**src/design/rtc_calendar_from_tick_counter_unit_defines.svh**
```systemverilog
// Assertion helpers for the real-time clock calendar.
// Each helper expects a clock named aclk and an active-low reset named aresetn.
`ifndef RTC_CALENDAR_FROM_TICK_COUNTER_UNIT_DEFINES_SVH
`define RTC_CALENDAR_FROM_TICK_COUNTER_UNIT_DEFINES_SVH

// The consequent must hold in the same cycle as the antecedent.
`define RTC_ASSERT_NOW(label, ante, cons) \
    label: assert property (@(posedge aclk) disable iff (!aresetn) (ante) |-> (cons)) \
        else $error("rtc calendar check failed");

// The consequent must hold in the cycle after the antecedent.
`define RTC_ASSERT_NEXT(label, ante, cons) \
    label: assert property (@(posedge aclk) disable iff (!aresetn) (ante) |=> (cons)) \
        else $error("rtc calendar check failed");

`endif

```
**src/design/rtc_pkg.sv**
```systemverilog
`default_nettype none

package rtc_pkg;

    // Counter and time field widths.
    localparam int unsigned COUNT_W = 24;
    localparam int unsigned FRAC_W  = 15;
    localparam int unsigned HOUR_W  = 5;
    localparam int unsigned MIN_W   = 6;
    localparam int unsigned SEC_W   = 6;
    localparam int unsigned YEAR_W  = 12;
    localparam int unsigned MONTH_W = 4;
    localparam int unsigned DAY_W   = 5;
    localparam int unsigned WDAY_W  = 3;
    localparam int unsigned OP_W    = 2;
    localparam int unsigned FIELD_W = 8;

    // Operation codes.
    localparam logic [OP_W-1:0] OP_SYNC     = 2'd0;
    localparam logic [OP_W-1:0] OP_SET_TIME = 2'd1;
    localparam logic [OP_W-1:0] OP_SET_DATE = 2'd2;

    // Default calendar parameters.
    localparam int unsigned DEF_MIN_YEAR   = 2000;
    localparam int unsigned DEF_MAX_YEAR   = 2099;
    localparam int unsigned DEF_INIT_YEAR  = 2010;
    localparam int unsigned DEF_INIT_MONTH = 1;
    localparam int unsigned DEF_INIT_DAY   = 1;

    // Time of day after reset.
    localparam logic [HOUR_W-1:0] HOUR_RESET = 5'd9;

    // Largest number of minutes one sync can carry out of the seconds field.
    localparam int unsigned SEC_CARRY_MAX = (59 + (1 << (COUNT_W - FRAC_W))) / 60;

    // Divisibility by 25 through the multiplicative inverse modulo 2^k.
    localparam int unsigned INV25       = 41;
    localparam int unsigned DIV25_LIM10 = ((1 << 10) - 1) / 25;
    localparam int unsigned DIV25_LIM8  = ((1 << 8) - 1) / 25;

    // Reciprocal of 25 scaled by 2^16, rounded up, for floor division.
    localparam int unsigned RECIP25_SH = 16;
    localparam int unsigned RECIP25    = (1 << RECIP25_SH) / 25 + 1;

    // Offset that keeps the year positive in the weekday sum.
    localparam int unsigned YEAR_SHIFT = 400;

    // Month lengths; codes that are not months read as 31.
    localparam logic [DAY_W-1:0] MONTH_DAYS [16] = '{
        5'd31, 5'd31, 5'd28, 5'd31, 5'd30, 5'd31, 5'd30, 5'd31,
        5'd31, 5'd30, 5'd31, 5'd30, 5'd31, 5'd31, 5'd31, 5'd31
    };

    // Control handed from the input stage to the state units.
    typedef struct packed {
        logic            step;
        logic [OP_W-1:0] op;
    } ctl_t;

    // Status handed from the time unit to the date unit and the top level.
    typedef struct packed {
        logic time_ok;
        logic day_carry;
    } time_sts_t;

    // Gregorian leap year test.
    function automatic logic is_leap(input logic [YEAR_W-1:0] y);
        logic [19:0] prod100;
        logic [15:0] prod400;
        logic        div4;
        logic        div100;
        logic        div400;
        div4    = (y[1:0] == 2'd0);
        prod100 = {10'd0, y[11:2]} * 20'(INV25);
        prod400 = {8'd0, y[11:4]} * 16'(INV25);
        div100  = div4 && (prod100[9:0] <= 10'(DIV25_LIM10));
        div400  = (y[3:0] == 4'd0) && (prod400[7:0] <= 8'(DIV25_LIM8));
        return div400 || (div4 && !div100);
    endfunction

    // Days in month m of year y.
    function automatic logic [DAY_W-1:0] month_len(input logic [YEAR_W-1:0] y,
                                                   input logic [MONTH_W-1:0] m);
        logic [DAY_W-1:0] len;
        if ((m == 4'd2) && is_leap(y)) begin
            len = 5'd29;
        end else begin
            len = MONTH_DAYS[m];
        end
        return len;
    endfunction

    // Day of the week, 0 Monday to 6 Sunday, proleptic Gregorian.
    function automatic logic [WDAY_W-1:0] weekday_of(input logic [YEAR_W-1:0]  y,
                                                     input logic [MONTH_W-1:0] m,
                                                     input logic [DAY_W-1:0]   d);
        logic        early;
        logic [13:0] yy;
        logic [4:0]  mm;
        logic [6:0]  m3;
        logic [10:0] m3_prod;
        logic [27:0] prod100;
        logic [27:0] prod400;
        logic [13:0] q100;
        logic [13:0] q400;
        logic [13:0] sum;
        logic [4:0]  fold1;
        logic [3:0]  fold2;
        early   = (m <= 4'd2);
        yy      = 14'(y) + 14'(YEAR_SHIFT) - 14'(early);
        mm      = early ? (5'(m) + 5'd12) : 5'(m);
        m3      = (7'(mm) + 7'd1) * 7'd3;
        // Three fifths term: x * 13 / 64 is exact for x up to 48.
        m3_prod = 11'(m3) * 11'd13;
        prod100 = 28'(yy[13:2]) * 28'(RECIP25);
        prod400 = 28'(yy[13:4]) * 28'(RECIP25);
        q100    = 14'(prod100 >> RECIP25_SH);
        q400    = 14'(prod400 >> RECIP25_SH);
        sum     = 14'(d) + 14'({mm, 1'b0}) + 14'(m3_prod[10:6]) + yy + 14'(yy[13:2])
                  - q100 + q400;
        // Modulo 7 by folding octal digits, since 8 is one more than 7.
        fold1   = 5'(sum[2:0]) + 5'(sum[5:3]) + 5'(sum[8:6]) + 5'(sum[11:9])
                  + 5'(sum[13:12]);
        fold2   = 4'(fold1[4:3]) + 4'(fold1[2:0]);
        return (fold2 >= 4'd7) ? 3'(fold2 - 4'd7) : fold2[2:0];
    endfunction

endpackage

`default_nettype wire

```
**src/design/rtc_time_unit.sv**
```systemverilog
`default_nettype none

module rtc_time_unit (
    input  wire logic                          aclk,
    input  wire logic                          aresetn,
    input  wire rtc_pkg::ctl_t                 ctl,
    input  wire logic [rtc_pkg::COUNT_W-1:0]   timer_count,
    input  wire logic [rtc_pkg::FIELD_W-1:0]   hour_in,
    input  wire logic [rtc_pkg::FIELD_W-1:0]   minute_in,
    input  wire logic [rtc_pkg::FIELD_W-1:0]   second_in,
    output rtc_pkg::time_sts_t                 sts,
    output logic [rtc_pkg::HOUR_W-1:0]         hour,
    output logic [rtc_pkg::MIN_W-1:0]          minute,
    output logic [rtc_pkg::SEC_W-1:0]          second
);

    import rtc_pkg::*;

    logic [COUNT_W-1:0] ref_reg,  ref_next;
    logic [FRAC_W-1:0]  frac_reg, frac_next;
    logic [HOUR_W-1:0]  hour_reg, hour_next;
    logic [MIN_W-1:0]   min_reg,  min_next;
    logic [SEC_W-1:0]   sec_reg,  sec_next;

    logic [COUNT_W-1:0] delta;
    logic [FRAC_W:0]    frac_sum;
    logic [9:0]         sec_tot;
    logic [3:0]         min_carry;
    logic [9:0]         sec_base;
    logic [SEC_W-1:0]   sec_sync;
    logic [6:0]         min_tot;
    logic [MIN_W-1:0]   min_sync;
    logic               hour_carry;
    logic [HOUR_W-1:0]  hour_tot;
    logic [HOUR_W-1:0]  hour_sync;
    logic               midnight;
    logic               time_ok;

    // Elapsed ticks with wrap, split into whole seconds and the carried fraction.
    assign delta    = timer_count - ref_reg;
    assign frac_sum = {1'b0, frac_reg} + {1'b0, delta[FRAC_W-1:0]};
    assign sec_tot  = 10'(delta[COUNT_W-1:FRAC_W]) + 10'(frac_sum[FRAC_W])
                      + 10'(sec_reg);

    // Minutes carried out of the seconds field, found by parallel compares.
    always_comb begin
        min_carry = '0;
        sec_base  = '0;
        for (int k = 1; k <= SEC_CARRY_MAX; k++) begin
            if (sec_tot >= 10'(k * 60)) begin
                min_carry = 4'(k);
                sec_base  = 10'(k * 60);
            end
        end
    end

    assign sec_sync = SEC_W'(sec_tot - sec_base);

    // Minute and hour carries each move at most one step.
    always_comb begin
        min_tot = 7'(min_reg) + 7'(min_carry);
        if (min_tot >= 7'd60) begin
            min_sync   = MIN_W'(min_tot - 7'd60);
            hour_carry = 1'b1;
        end else begin
            min_sync   = min_tot[MIN_W-1:0];
            hour_carry = 1'b0;
        end
        hour_tot = hour_reg + HOUR_W'(hour_carry);
        if (hour_tot >= 5'd24) begin
            hour_sync = '0;
            midnight  = 1'b1;
        end else begin
            hour_sync = hour_tot;
            midnight  = 1'b0;
        end
    end

    assign time_ok = (hour_in <= 8'd23) && (minute_in <= 8'd59) && (second_in <= 8'd59);

    // Next state for the operation in the input stage.
    always_comb begin
        ref_next  = ref_reg;
        frac_next = frac_reg;
        hour_next = hour_reg;
        min_next  = min_reg;
        sec_next  = sec_reg;
        if (ctl.step) begin
            case (ctl.op)
                OP_SYNC: begin
                    ref_next  = timer_count;
                    frac_next = frac_sum[FRAC_W-1:0];
                    hour_next = hour_sync;
                    min_next  = min_sync;
                    sec_next  = sec_sync;
                end
                OP_SET_TIME: begin
                    if (time_ok) begin
                        ref_next  = timer_count;
                        hour_next = HOUR_W'(hour_in);
                        min_next  = MIN_W'(minute_in);
                        sec_next  = SEC_W'(second_in);
                    end
                end
                default: begin
                end
            endcase
        end
    end

    always_ff @(posedge aclk) begin
        if (!aresetn) begin
            ref_reg  <= '0;
            frac_reg <= '0;
            hour_reg <= HOUR_RESET;
            min_reg  <= '0;
            sec_reg  <= '0;
        end else begin
            ref_reg  <= ref_next;
            frac_reg <= frac_next;
            hour_reg <= hour_next;
            min_reg  <= min_next;
            sec_reg  <= sec_next;
        end
    end

    assign sts.time_ok   = time_ok;
    assign sts.day_carry = midnight;
    assign hour          = hour_reg;
    assign minute        = min_reg;
    assign second        = sec_reg;

endmodule

`default_nettype wire

```
**src/design/rtc_date_unit.sv**
```systemverilog
`default_nettype none

module rtc_date_unit #(
    parameter int unsigned MIN_YEAR   = rtc_pkg::DEF_MIN_YEAR,
    parameter int unsigned MAX_YEAR   = rtc_pkg::DEF_MAX_YEAR,
    parameter int unsigned INIT_YEAR  = rtc_pkg::DEF_INIT_YEAR,
    parameter int unsigned INIT_MONTH = rtc_pkg::DEF_INIT_MONTH,
    parameter int unsigned INIT_DAY   = rtc_pkg::DEF_INIT_DAY
) (
    input  wire logic                          aclk,
    input  wire logic                          aresetn,
    input  wire rtc_pkg::ctl_t                 ctl,
    input  wire rtc_pkg::time_sts_t            time_sts,
    input  wire logic [rtc_pkg::YEAR_W-1:0]    year_in,
    input  wire logic [rtc_pkg::MONTH_W-1:0]   month_in,
    input  wire logic [rtc_pkg::DAY_W-1:0]     day_in,
    output logic                               date_ok,
    output logic [rtc_pkg::YEAR_W-1:0]         year,
    output logic [rtc_pkg::MONTH_W-1:0]        month,
    output logic [rtc_pkg::DAY_W-1:0]          day,
    output logic [rtc_pkg::WDAY_W-1:0]         weekday
);

    import rtc_pkg::*;

    // Weekday after reset, and of the first day of year 0 for the year wrap.
    localparam logic [WDAY_W-1:0] WDAY_RESET =
        weekday_of(YEAR_W'(INIT_YEAR), MONTH_W'(INIT_MONTH), DAY_W'(INIT_DAY));
    localparam logic [WDAY_W-1:0] WDAY_YEAR0 = weekday_of('0, 4'd1, 5'd1);

    logic [YEAR_W-1:0]  year_reg,  year_next;
    logic [MONTH_W-1:0] month_reg, month_next;
    logic [DAY_W-1:0]   day_reg,   day_next;
    logic [WDAY_W-1:0]  wday_reg,  wday_next;

    logic [DAY_W-1:0]   cur_len;
    logic [DAY_W-1:0]   in_len;
    logic [YEAR_W-1:0]  adv_year;
    logic [MONTH_W-1:0] adv_month;
    logic [DAY_W-1:0]   adv_day;
    logic [WDAY_W-1:0]  adv_wday;
    logic [WDAY_W-1:0]  in_wday;

    // Advance the stored date by one day past midnight.
    always_comb begin
        cur_len   = month_len(year_reg, month_reg);
        adv_year  = year_reg;
        adv_month = month_reg;
        adv_day   = day_reg + 5'd1;
        adv_wday  = (wday_reg >= 3'd6) ? '0 : wday_reg + 3'd1;
        if (day_reg >= cur_len) begin
            adv_day   = 5'd1;
            adv_month = month_reg + 4'd1;
            if (month_reg >= 4'd12) begin
                adv_month = 4'd1;
                adv_year  = year_reg + 12'd1;
                // The year counter wraps to 0, where the weekday does not follow on.
                if (year_reg == '1) begin
                    adv_wday = WDAY_YEAR0;
                end
            end
        end
    end

    // Check and look up a date being set.
    assign in_len  = month_len(year_in, month_in);
    assign date_ok = (year_in >= YEAR_W'(MIN_YEAR)) && (year_in <= YEAR_W'(MAX_YEAR))
                     && (month_in >= 4'd1) && (month_in <= 4'd12)
                     && (day_in >= 5'd1) && (day_in <= in_len);
    assign in_wday = weekday_of(year_in, month_in, day_in);

    always_comb begin
        year_next  = year_reg;
        month_next = month_reg;
        day_next   = day_reg;
        wday_next  = wday_reg;
        if (ctl.step) begin
            case (ctl.op)
                OP_SYNC: begin
                    if (time_sts.day_carry) begin
                        year_next  = adv_year;
                        month_next = adv_month;
                        day_next   = adv_day;
                        wday_next  = adv_wday;
                    end
                end
                OP_SET_DATE: begin
                    if (date_ok) begin
                        year_next  = year_in;
                        month_next = month_in;
                        day_next   = day_in;
                        wday_next  = in_wday;
                    end
                end
                default: begin
                end
            endcase
        end
    end

    always_ff @(posedge aclk) begin
        if (!aresetn) begin
            year_reg  <= YEAR_W'(INIT_YEAR);
            month_reg <= MONTH_W'(INIT_MONTH);
            day_reg   <= DAY_W'(INIT_DAY);
            wday_reg  <= WDAY_RESET;
        end else begin
            year_reg  <= year_next;
            month_reg <= month_next;
            day_reg   <= day_next;
            wday_reg  <= wday_next;
        end
    end

    assign year    = year_reg;
    assign month   = month_reg;
    assign day     = day_reg;
    assign weekday = wday_reg;

endmodule

`default_nettype wire

```
**src/design/rtc_calendar_from_tick_counter_unit.sv**
```systemverilog
`default_nettype none

// Channel   Direction  Handshake           Payload
// s_        in         s_valid / s_ready   op, timer_count, time and date to set
// m_        out        m_valid / m_ready   accepted, time, date, weekday
//
// One item is taken per cycle unless the result side stalls; each item is held in the input register,
// then applied by the calendar state update, whose registers hold the offered result.
// Reset is synchronous; the block takes items from the first cycle after reset.
// A stalled result holds the state; the input register still takes one more item if it is empty.

`include "rtc_calendar_from_tick_counter_unit_defines.svh"

module rtc_calendar_from_tick_counter_unit #(
    parameter int unsigned MIN_YEAR   = rtc_pkg::DEF_MIN_YEAR,
    parameter int unsigned MAX_YEAR   = rtc_pkg::DEF_MAX_YEAR,
    parameter int unsigned INIT_YEAR  = rtc_pkg::DEF_INIT_YEAR,
    parameter int unsigned INIT_MONTH = rtc_pkg::DEF_INIT_MONTH,
    parameter int unsigned INIT_DAY   = rtc_pkg::DEF_INIT_DAY
) (
    input  wire logic                          aclk,
    input  wire logic                          aresetn,
    input  wire logic                          s_valid,
    output logic                               s_ready,
    input  wire logic [rtc_pkg::OP_W-1:0]      s_op,
    input  wire logic [rtc_pkg::COUNT_W-1:0]   s_timer_count,
    input  wire logic [rtc_pkg::FIELD_W-1:0]   s_hour_in,
    input  wire logic [rtc_pkg::FIELD_W-1:0]   s_minute_in,
    input  wire logic [rtc_pkg::FIELD_W-1:0]   s_second_in,
    input  wire logic [rtc_pkg::YEAR_W-1:0]    s_year_in,
    input  wire logic [rtc_pkg::MONTH_W-1:0]   s_month_in,
    input  wire logic [rtc_pkg::DAY_W-1:0]     s_day_in,
    output logic                               m_valid,
    input  wire logic                          m_ready,
    output logic                               m_accepted,
    output logic [rtc_pkg::HOUR_W-1:0]         m_hour,
    output logic [rtc_pkg::MIN_W-1:0]          m_minute,
    output logic [rtc_pkg::SEC_W-1:0]          m_second,
    output logic [rtc_pkg::YEAR_W-1:0]         m_year,
    output logic [rtc_pkg::MONTH_W-1:0]        m_month,
    output logic [rtc_pkg::DAY_W-1:0]          m_day,
    output logic [rtc_pkg::WDAY_W-1:0]         m_weekday
);

    import rtc_pkg::*;

    // Input register.
    logic                in_vld_reg;
    logic [OP_W-1:0]     op_reg;
    logic [COUNT_W-1:0]  count_reg;
    logic [FIELD_W-1:0]  hour_in_reg;
    logic [FIELD_W-1:0]  minute_in_reg;
    logic [FIELD_W-1:0]  second_in_reg;
    logic [YEAR_W-1:0]   year_in_reg;
    logic [MONTH_W-1:0]  month_in_reg;
    logic [DAY_W-1:0]    day_in_reg;

    // Result control.
    logic                out_vld_reg, out_vld_next;
    logic                acc_reg,     acc_next;

    logic                advance;
    logic                step;
    ctl_t                ctl;
    time_sts_t           time_sts;
    logic                date_ok;

    // Range checks on the reported result.
    logic                time_in_range;
    logic                date_in_range;

    // The state registers double as the result register, so the result
    // stage moves whenever it is empty or being taken.
    assign advance = !out_vld_reg || m_ready;
    assign step    = in_vld_reg && advance;
    assign s_ready = !in_vld_reg || advance;

    assign ctl.step = step;
    assign ctl.op   = op_reg;

    // Capture an item when the input register is free or emptying.
    always_ff @(posedge aclk) begin
        if (!aresetn) begin
            in_vld_reg <= 1'b0;
        end else if (s_ready) begin
            in_vld_reg <= s_valid;
        end
    end

    always_ff @(posedge aclk) begin
        if (s_valid && s_ready) begin
            op_reg        <= s_op;
            count_reg     <= s_timer_count;
            hour_in_reg   <= s_hour_in;
            minute_in_reg <= s_minute_in;
            second_in_reg <= s_second_in;
            year_in_reg   <= s_year_in;
            month_in_reg  <= s_month_in;
            day_in_reg    <= s_day_in;
        end
    end

    rtc_time_unit u_time (
        .aclk        (aclk),
        .aresetn     (aresetn),
        .ctl         (ctl),
        .timer_count (count_reg),
        .hour_in     (hour_in_reg),
        .minute_in   (minute_in_reg),
        .second_in   (second_in_reg),
        .sts         (time_sts),
        .hour        (m_hour),
        .minute      (m_minute),
        .second      (m_second)
    );

    rtc_date_unit #(
        .MIN_YEAR   (MIN_YEAR),
        .MAX_YEAR   (MAX_YEAR),
        .INIT_YEAR  (INIT_YEAR),
        .INIT_MONTH (INIT_MONTH),
        .INIT_DAY   (INIT_DAY)
    ) u_date (
        .aclk     (aclk),
        .aresetn  (aresetn),
        .ctl      (ctl),
        .time_sts (time_sts),
        .year_in  (year_in_reg),
        .month_in (month_in_reg),
        .day_in   (day_in_reg),
        .date_ok  (date_ok),
        .year     (m_year),
        .month    (m_month),
        .day      (m_day),
        .weekday  (m_weekday)
    );

    // Acceptance flag and result valid.
    always_comb begin
        acc_next     = acc_reg;
        out_vld_next = out_vld_reg;
        if (step) begin
            out_vld_next = 1'b1;
            case (op_reg)
                OP_SYNC:     acc_next = 1'b1;
                OP_SET_TIME: acc_next = time_sts.time_ok;
                OP_SET_DATE: acc_next = date_ok;
                default:     acc_next = 1'b0;
            endcase
        end else if (m_ready) begin
            out_vld_next = 1'b0;
        end
    end

    always_ff @(posedge aclk) begin
        if (!aresetn) begin
            out_vld_reg <= 1'b0;
            acc_reg     <= 1'b0;
        end else begin
            out_vld_reg <= out_vld_next;
            acc_reg     <= acc_next;
        end
    end

    assign m_valid    = out_vld_reg;
    assign m_accepted = acc_reg;

    // The reported time must be a time of day; the month and weekday in range, the day not zero.
    assign time_in_range = (m_hour <= 5'd23) && (m_minute <= 6'd59) && (m_second <= 6'd59);
    assign date_in_range = (m_month >= 4'd1) && (m_month <= 4'd12) && (m_day >= 5'd1)
                           && (m_weekday <= 3'd6);

    // A held item stays in the input register while the result side stalls.
    `RTC_ASSERT_NEXT(a_input_held, in_vld_reg && !advance, in_vld_reg)
    // Every item that moves on produces a result in the next cycle.
    `RTC_ASSERT_NEXT(a_step_gives_result, step, out_vld_reg)
    // The reported time is a time of day whenever a result is offered.
    `RTC_ASSERT_NOW(a_time_range, out_vld_reg, time_in_range)
    // The reported month and weekday are in range, and the day is not zero.
    `RTC_ASSERT_NOW(a_date_range, out_vld_reg, date_in_range)

endmodule

`default_nettype wire

```
**config.mk**
```make
export PLATFORM = sky130hd
export DESIGN_NAME = rtc_calendar_from_tick_counter_unit
export DESIGN_NICKNAME = d
export VERILOG_FILES = /design/src/design/rtc_pkg.sv /design/src/design/rtc_time_unit.sv /design/src/design/rtc_date_unit.sv /design/src/design/rtc_calendar_from_tick_counter_unit.sv
export VERILOG_INCLUDE_DIRS = /design/src /design/src/design
export SDC_FILE = /design/constraint.sdc
export NUM_CORES = 1
export LEC_CHECK = 0
export BUFFER_PORTS_ARGS = -buffer_cell sky130_fd_sc_hd__buf_2
export CORE_UTILIZATION = 40
export CTS_CLUSTER_SIZE = 10
export DETAILED_ROUTE_END_ITERATION = 6
export SYNTH_ARGS = -nofsm -noshare
export SYNTH_HDL_FRONTEND = slang
export SYNTH_HIERARCHICAL = 1
export SYNTH_SLANG_ARGS = --single-unit
```
**constraint.sdc**
```tcl
create_clock -name aclk -period 23 [get_ports aclk]
set_clock_uncertainty 0.05 [all_clocks]
set_input_delay 4.6 -clock aclk [delete_from_list [all_inputs] [get_ports aclk]]
set_output_delay 4.6 -clock aclk [all_outputs]
set_load 0.01 [all_outputs]
```
==> flow_metrics.env <==
export IMPL_status="completed"
export IMPL_cts_resized=0
export IMPL_syn_inst=1954
export IMPL_synthArstFlopShare_pct=0
export IMPL_crit_top_cell="inv_1"
export IMPL_synth_most_common_cell="ha_1"
export IMPL_busiest_layer="met2"
export IMPL_period_share_pct=69.2
export IMPL_synth_xor_xnor_area_share_pct=6.36
export IMPL_critical_path_peak_fanout=11
export IMPL_cp_required_ns=23.29
export IMPL_clockBufferDepth=2
export IMPL_rrSetupSlack_ns=7.09
export IMPL_reg2reg_from="month_in_reg[0]$_DFFE_PP_"
export IMPL_yosysTopAreaCellShare_pct=23.7
export IMPL_cts_tree="built"
export IMPL_cts_sink_count=154
export IMPL_grtUsageMet1_pct=24.4
export IMPL_fin_util_pct=44.9
export IMPL_dpl_hpwl_mm=32.9
export IMPL_grt_pass1_vias=13900
export IMPL_first_pass_iters=5
export IMPL_ys_warn_count=6
export IMPL_crit_family="adder cells"
export IMPL_syn_nets=2491
export IMPL_htreeDepth=4
export IMPL_wl_per_cell_um=15.3
export IMPL_tns_ns=0
export IMPL_filler_cell_count=4256
export IMPL_yosysSeqAreaShare_pct=21.0
export IMPL_report_final_slew_viol_count=0
export IMPL_timing_fmax_mhz=62.8
export IMPL_wl_mm=40.9
export IMPL_worst_pin_slew_ns=1.03
export IMPL_critPathLaunchType="flip-flop"
export IMPL_maxSlewHeadroom_pct=30.8
export IMPL_path_buf_inv=13
export IMPL_synthAdderAreaFrac_pct=36.9
export IMPL_antenna_found_initial=2
export IMPL_synth_flop_cell="dfxtp_1"
export IMPL_finalSetupViolCount=0
export IMPL_cap_violations=0
export IMPL_reg2reg_to="u_date/weekday[0]$_SDFFE_PN0P_"
export IMPL_critical_path_slowest_cell="xnor2_1"
export IMPL_end_kind="flip-flop"
export IMPL_drive_above_1_share_pct=9.88
export IMPL_rsz0062_at_grt="false"
export IMPL_num_rows=77
export IMPL_ant_nets=0
export IMPL_hold_viol=0
export IMPL_muxShareOfSynthArea_pct=1.30
export IMPL_pin_count=119
export IMPL_grt_max_degree=72
export IMPL_netlist_area_mm2=0.0181
export IMPL_netlist_top_cells_area="ha_1, fa_1, edfxtp_1, dfxtp_1, inv_1"
export IMPL_arrival_ns=16.20
export IMPL_portBuffers=118
export IMPL_cts_setup_buffers=0
export IMPL_ys_ff_latch=154
export IMPL_worstSkewPairLatency_ns=0.45
export IMPL_holdPathEnd="u_time/ref_reg[12]$_SDFFE_PN0P_"
export IMPL_coreArea_mm2=0.0444
export IMPL_synth_top_family_by_area="adder cells"
export IMPL_ys_types=90
export IMPL_drc_errors=0
export IMPL_syn_area_per_cell_um2=9.26
export IMPL_die_h_um=215
export IMPL_synth_compound_area_share_pct=14.7
export IMPL_synth_simple_area_share_pct=12.6
export IMPL_cts_buffers=17
export IMPL_dieArea_mm2=0.0461
export IMPL_yosysTopAreaCell="ha_1"
export IMPL_cts_hold_buf=0
export IMPL_synth_edf_count=71
export IMPL_grt_use_met3_pct=2.48
export IMPL_track_usage_pct=18.3
export IMPL_grt_pass1_wl_mm=68.8
export IMPL_synth_common_cells="ha_1, inv_1, nand2_1"
export IMPL_area_growth_pct=10.2
export IMPL_hold_depth=2
export IMPL_hp_start="u_time/ref_reg[12]$_SDFFE_PN0P_"
export IMPL_gp_congestion=0.846
export IMPL_via_count=13700
export IMPL_clock_root_buffer="clkbuf_16"
export IMPL_reg2reg_depth=61
export IMPL_grt_overflow_total=0
export IMPL_hp_class="reg2reg"
export IMPL_drtIter0Drc=642
export IMPL_fp_dieW_um=215
export IMPL_initial_core_util_pct=40.7
export IMPL_max_stage_delay_ns=0.82
export IMPL_viasPerCell=5.14
export IMPL_critPathKind="reg2reg"
export IMPL_clkSlewWorstSetupHoldPaths_ns=0.07
export IMPL_gr_usage_met2_pct=30.9
export IMPL_post_route_min_period_ns=15.91
export IMPL_fin_nets=2599
[layout make-up]
class                   count  area (um^2)  share of cell area [%]
diodes                      1         2.50                  0.0125
clock buffers              17          425                    2.13
clock inverters            15          179                   0.897
inverters                 298         1120                    5.61
multi-input cells        1462        13000                    65.2
flip-flops and latches    154         3790                    19.0
well taps                 592          741                    3.71
repair buffers            129          673                    3.38
[worst max-delay path by stage]
| stage | start | end | slack (ns) | depth (start not counted) |
|---|---|---|---|---|
| 2_1_floorplan | month_in_reg[2]$_DFFE_PP_ | u_date/weekday[0]$_SDFFE_PN0P_ | 8.57 | 66 |
| 3_3_place_gp | month_in_reg[0]$_DFFE_PP_ | u_date/weekday[0]$_SDFFE_PN0P_ | 7.60 | 61 |
| 3_5_place_dp | month_in_reg[0]$_DFFE_PP_ | u_date/weekday[0]$_SDFFE_PN0P_ | 7.16 | 61 |
| 4_1_cts | month_in_reg[0]$_DFFE_PP_ | u_date/weekday[0]$_SDFFE_PN0P_ | 7.13 | 61 |
| 5_1_grt | month_in_reg[0]$_DFFE_PP_ | u_date/weekday[0]$_SDFFE_PN0P_ | 6.10 | 65 |
| 6_report | month_in_reg[0]$_DFFE_PP_ | u_date/weekday[0]$_SDFFE_PN0P_ | 7.09 | 61 |
[worst register-to-register path: cells and delay by family, from the launching register on]
kind                       cells  cell delay (ns)
adders and majority gates     18             7.82
AOI/OAI and AO/OA             17             3.17
buffers and inverters         13             1.32
xor gates and xnor gates       3             1.32
and+or+nand+nor                8             1.31
DFF                            1             0.48
muxes                          2             0.34
[cells by family after synthesis]
kind of cell / Yosys count
adder cells (fa/ha/maj): 462
multiplexers: 23
flip-flops: 154
AND/OR/NAND/NOR: 459
AO/OA/AOI/OAI: 389
other: 1
XOR/XNOR: 128
buffers and inverters: 338
[through the flow]
step / setup slack, ns / instance area, um^2 / hold slack (ns) / instances
final: 7.09 / 19900 / 0.415 / 2668
after global placement: 7.60 / 19300 / 0.395 / 2635
after detailed placement: 7.16 / 19300 / 0.405 / 2635
after global routing: 6.10 / 19900 / 0.438 / 2668
after CTS: 7.13 / 19900 / 0.418 / 2667
after floorplan: 8.57 / 18100 / 0.393 / 1954
[placed cells by master, fill, tap and decap left out, types with 5 or more instances in the layout]
cell,n
or2_2,8
nand4_1,15
xor2_1,42
buf_4,11
a21boi_0,36
or3_1,9
fa_1,119
xnor2_1,83
buf_2,118
o21ai_1,10
inv_1,297
nor2_1,84
mux2i_1,19
o211ai_1,29
ha_1,343
a21oi_1,97
edfxtp_1,71
o21ai_0,60
o31ai_1,7
o2111ai_1,5
nand2_1,173
nand3_1,34
o21a_1,13
nor4_1,7
clkbuf_16,17
a211oi_2,5
o21bai_1,14
a21o_1,26
nor2b_1,20
a211oi_1,8
and2_1,15
nand2b_1,30
a31oi_1,10
o311ai_0,5
o211a_1,16
dfxtp_1,83
nor3_1,23
[layer usage]
metal / vias to the layer above / share of wire [%]
met1: 6541 / 48
met4: 2 / 1.5
li1: 6907 / -
met2: 227 / 48
met5: - / 0.032
met3: 43 / 2.9
Power is not shown: default switching activity piles up to over one toggle a cycle in this logic, so the estimate is an artifact.
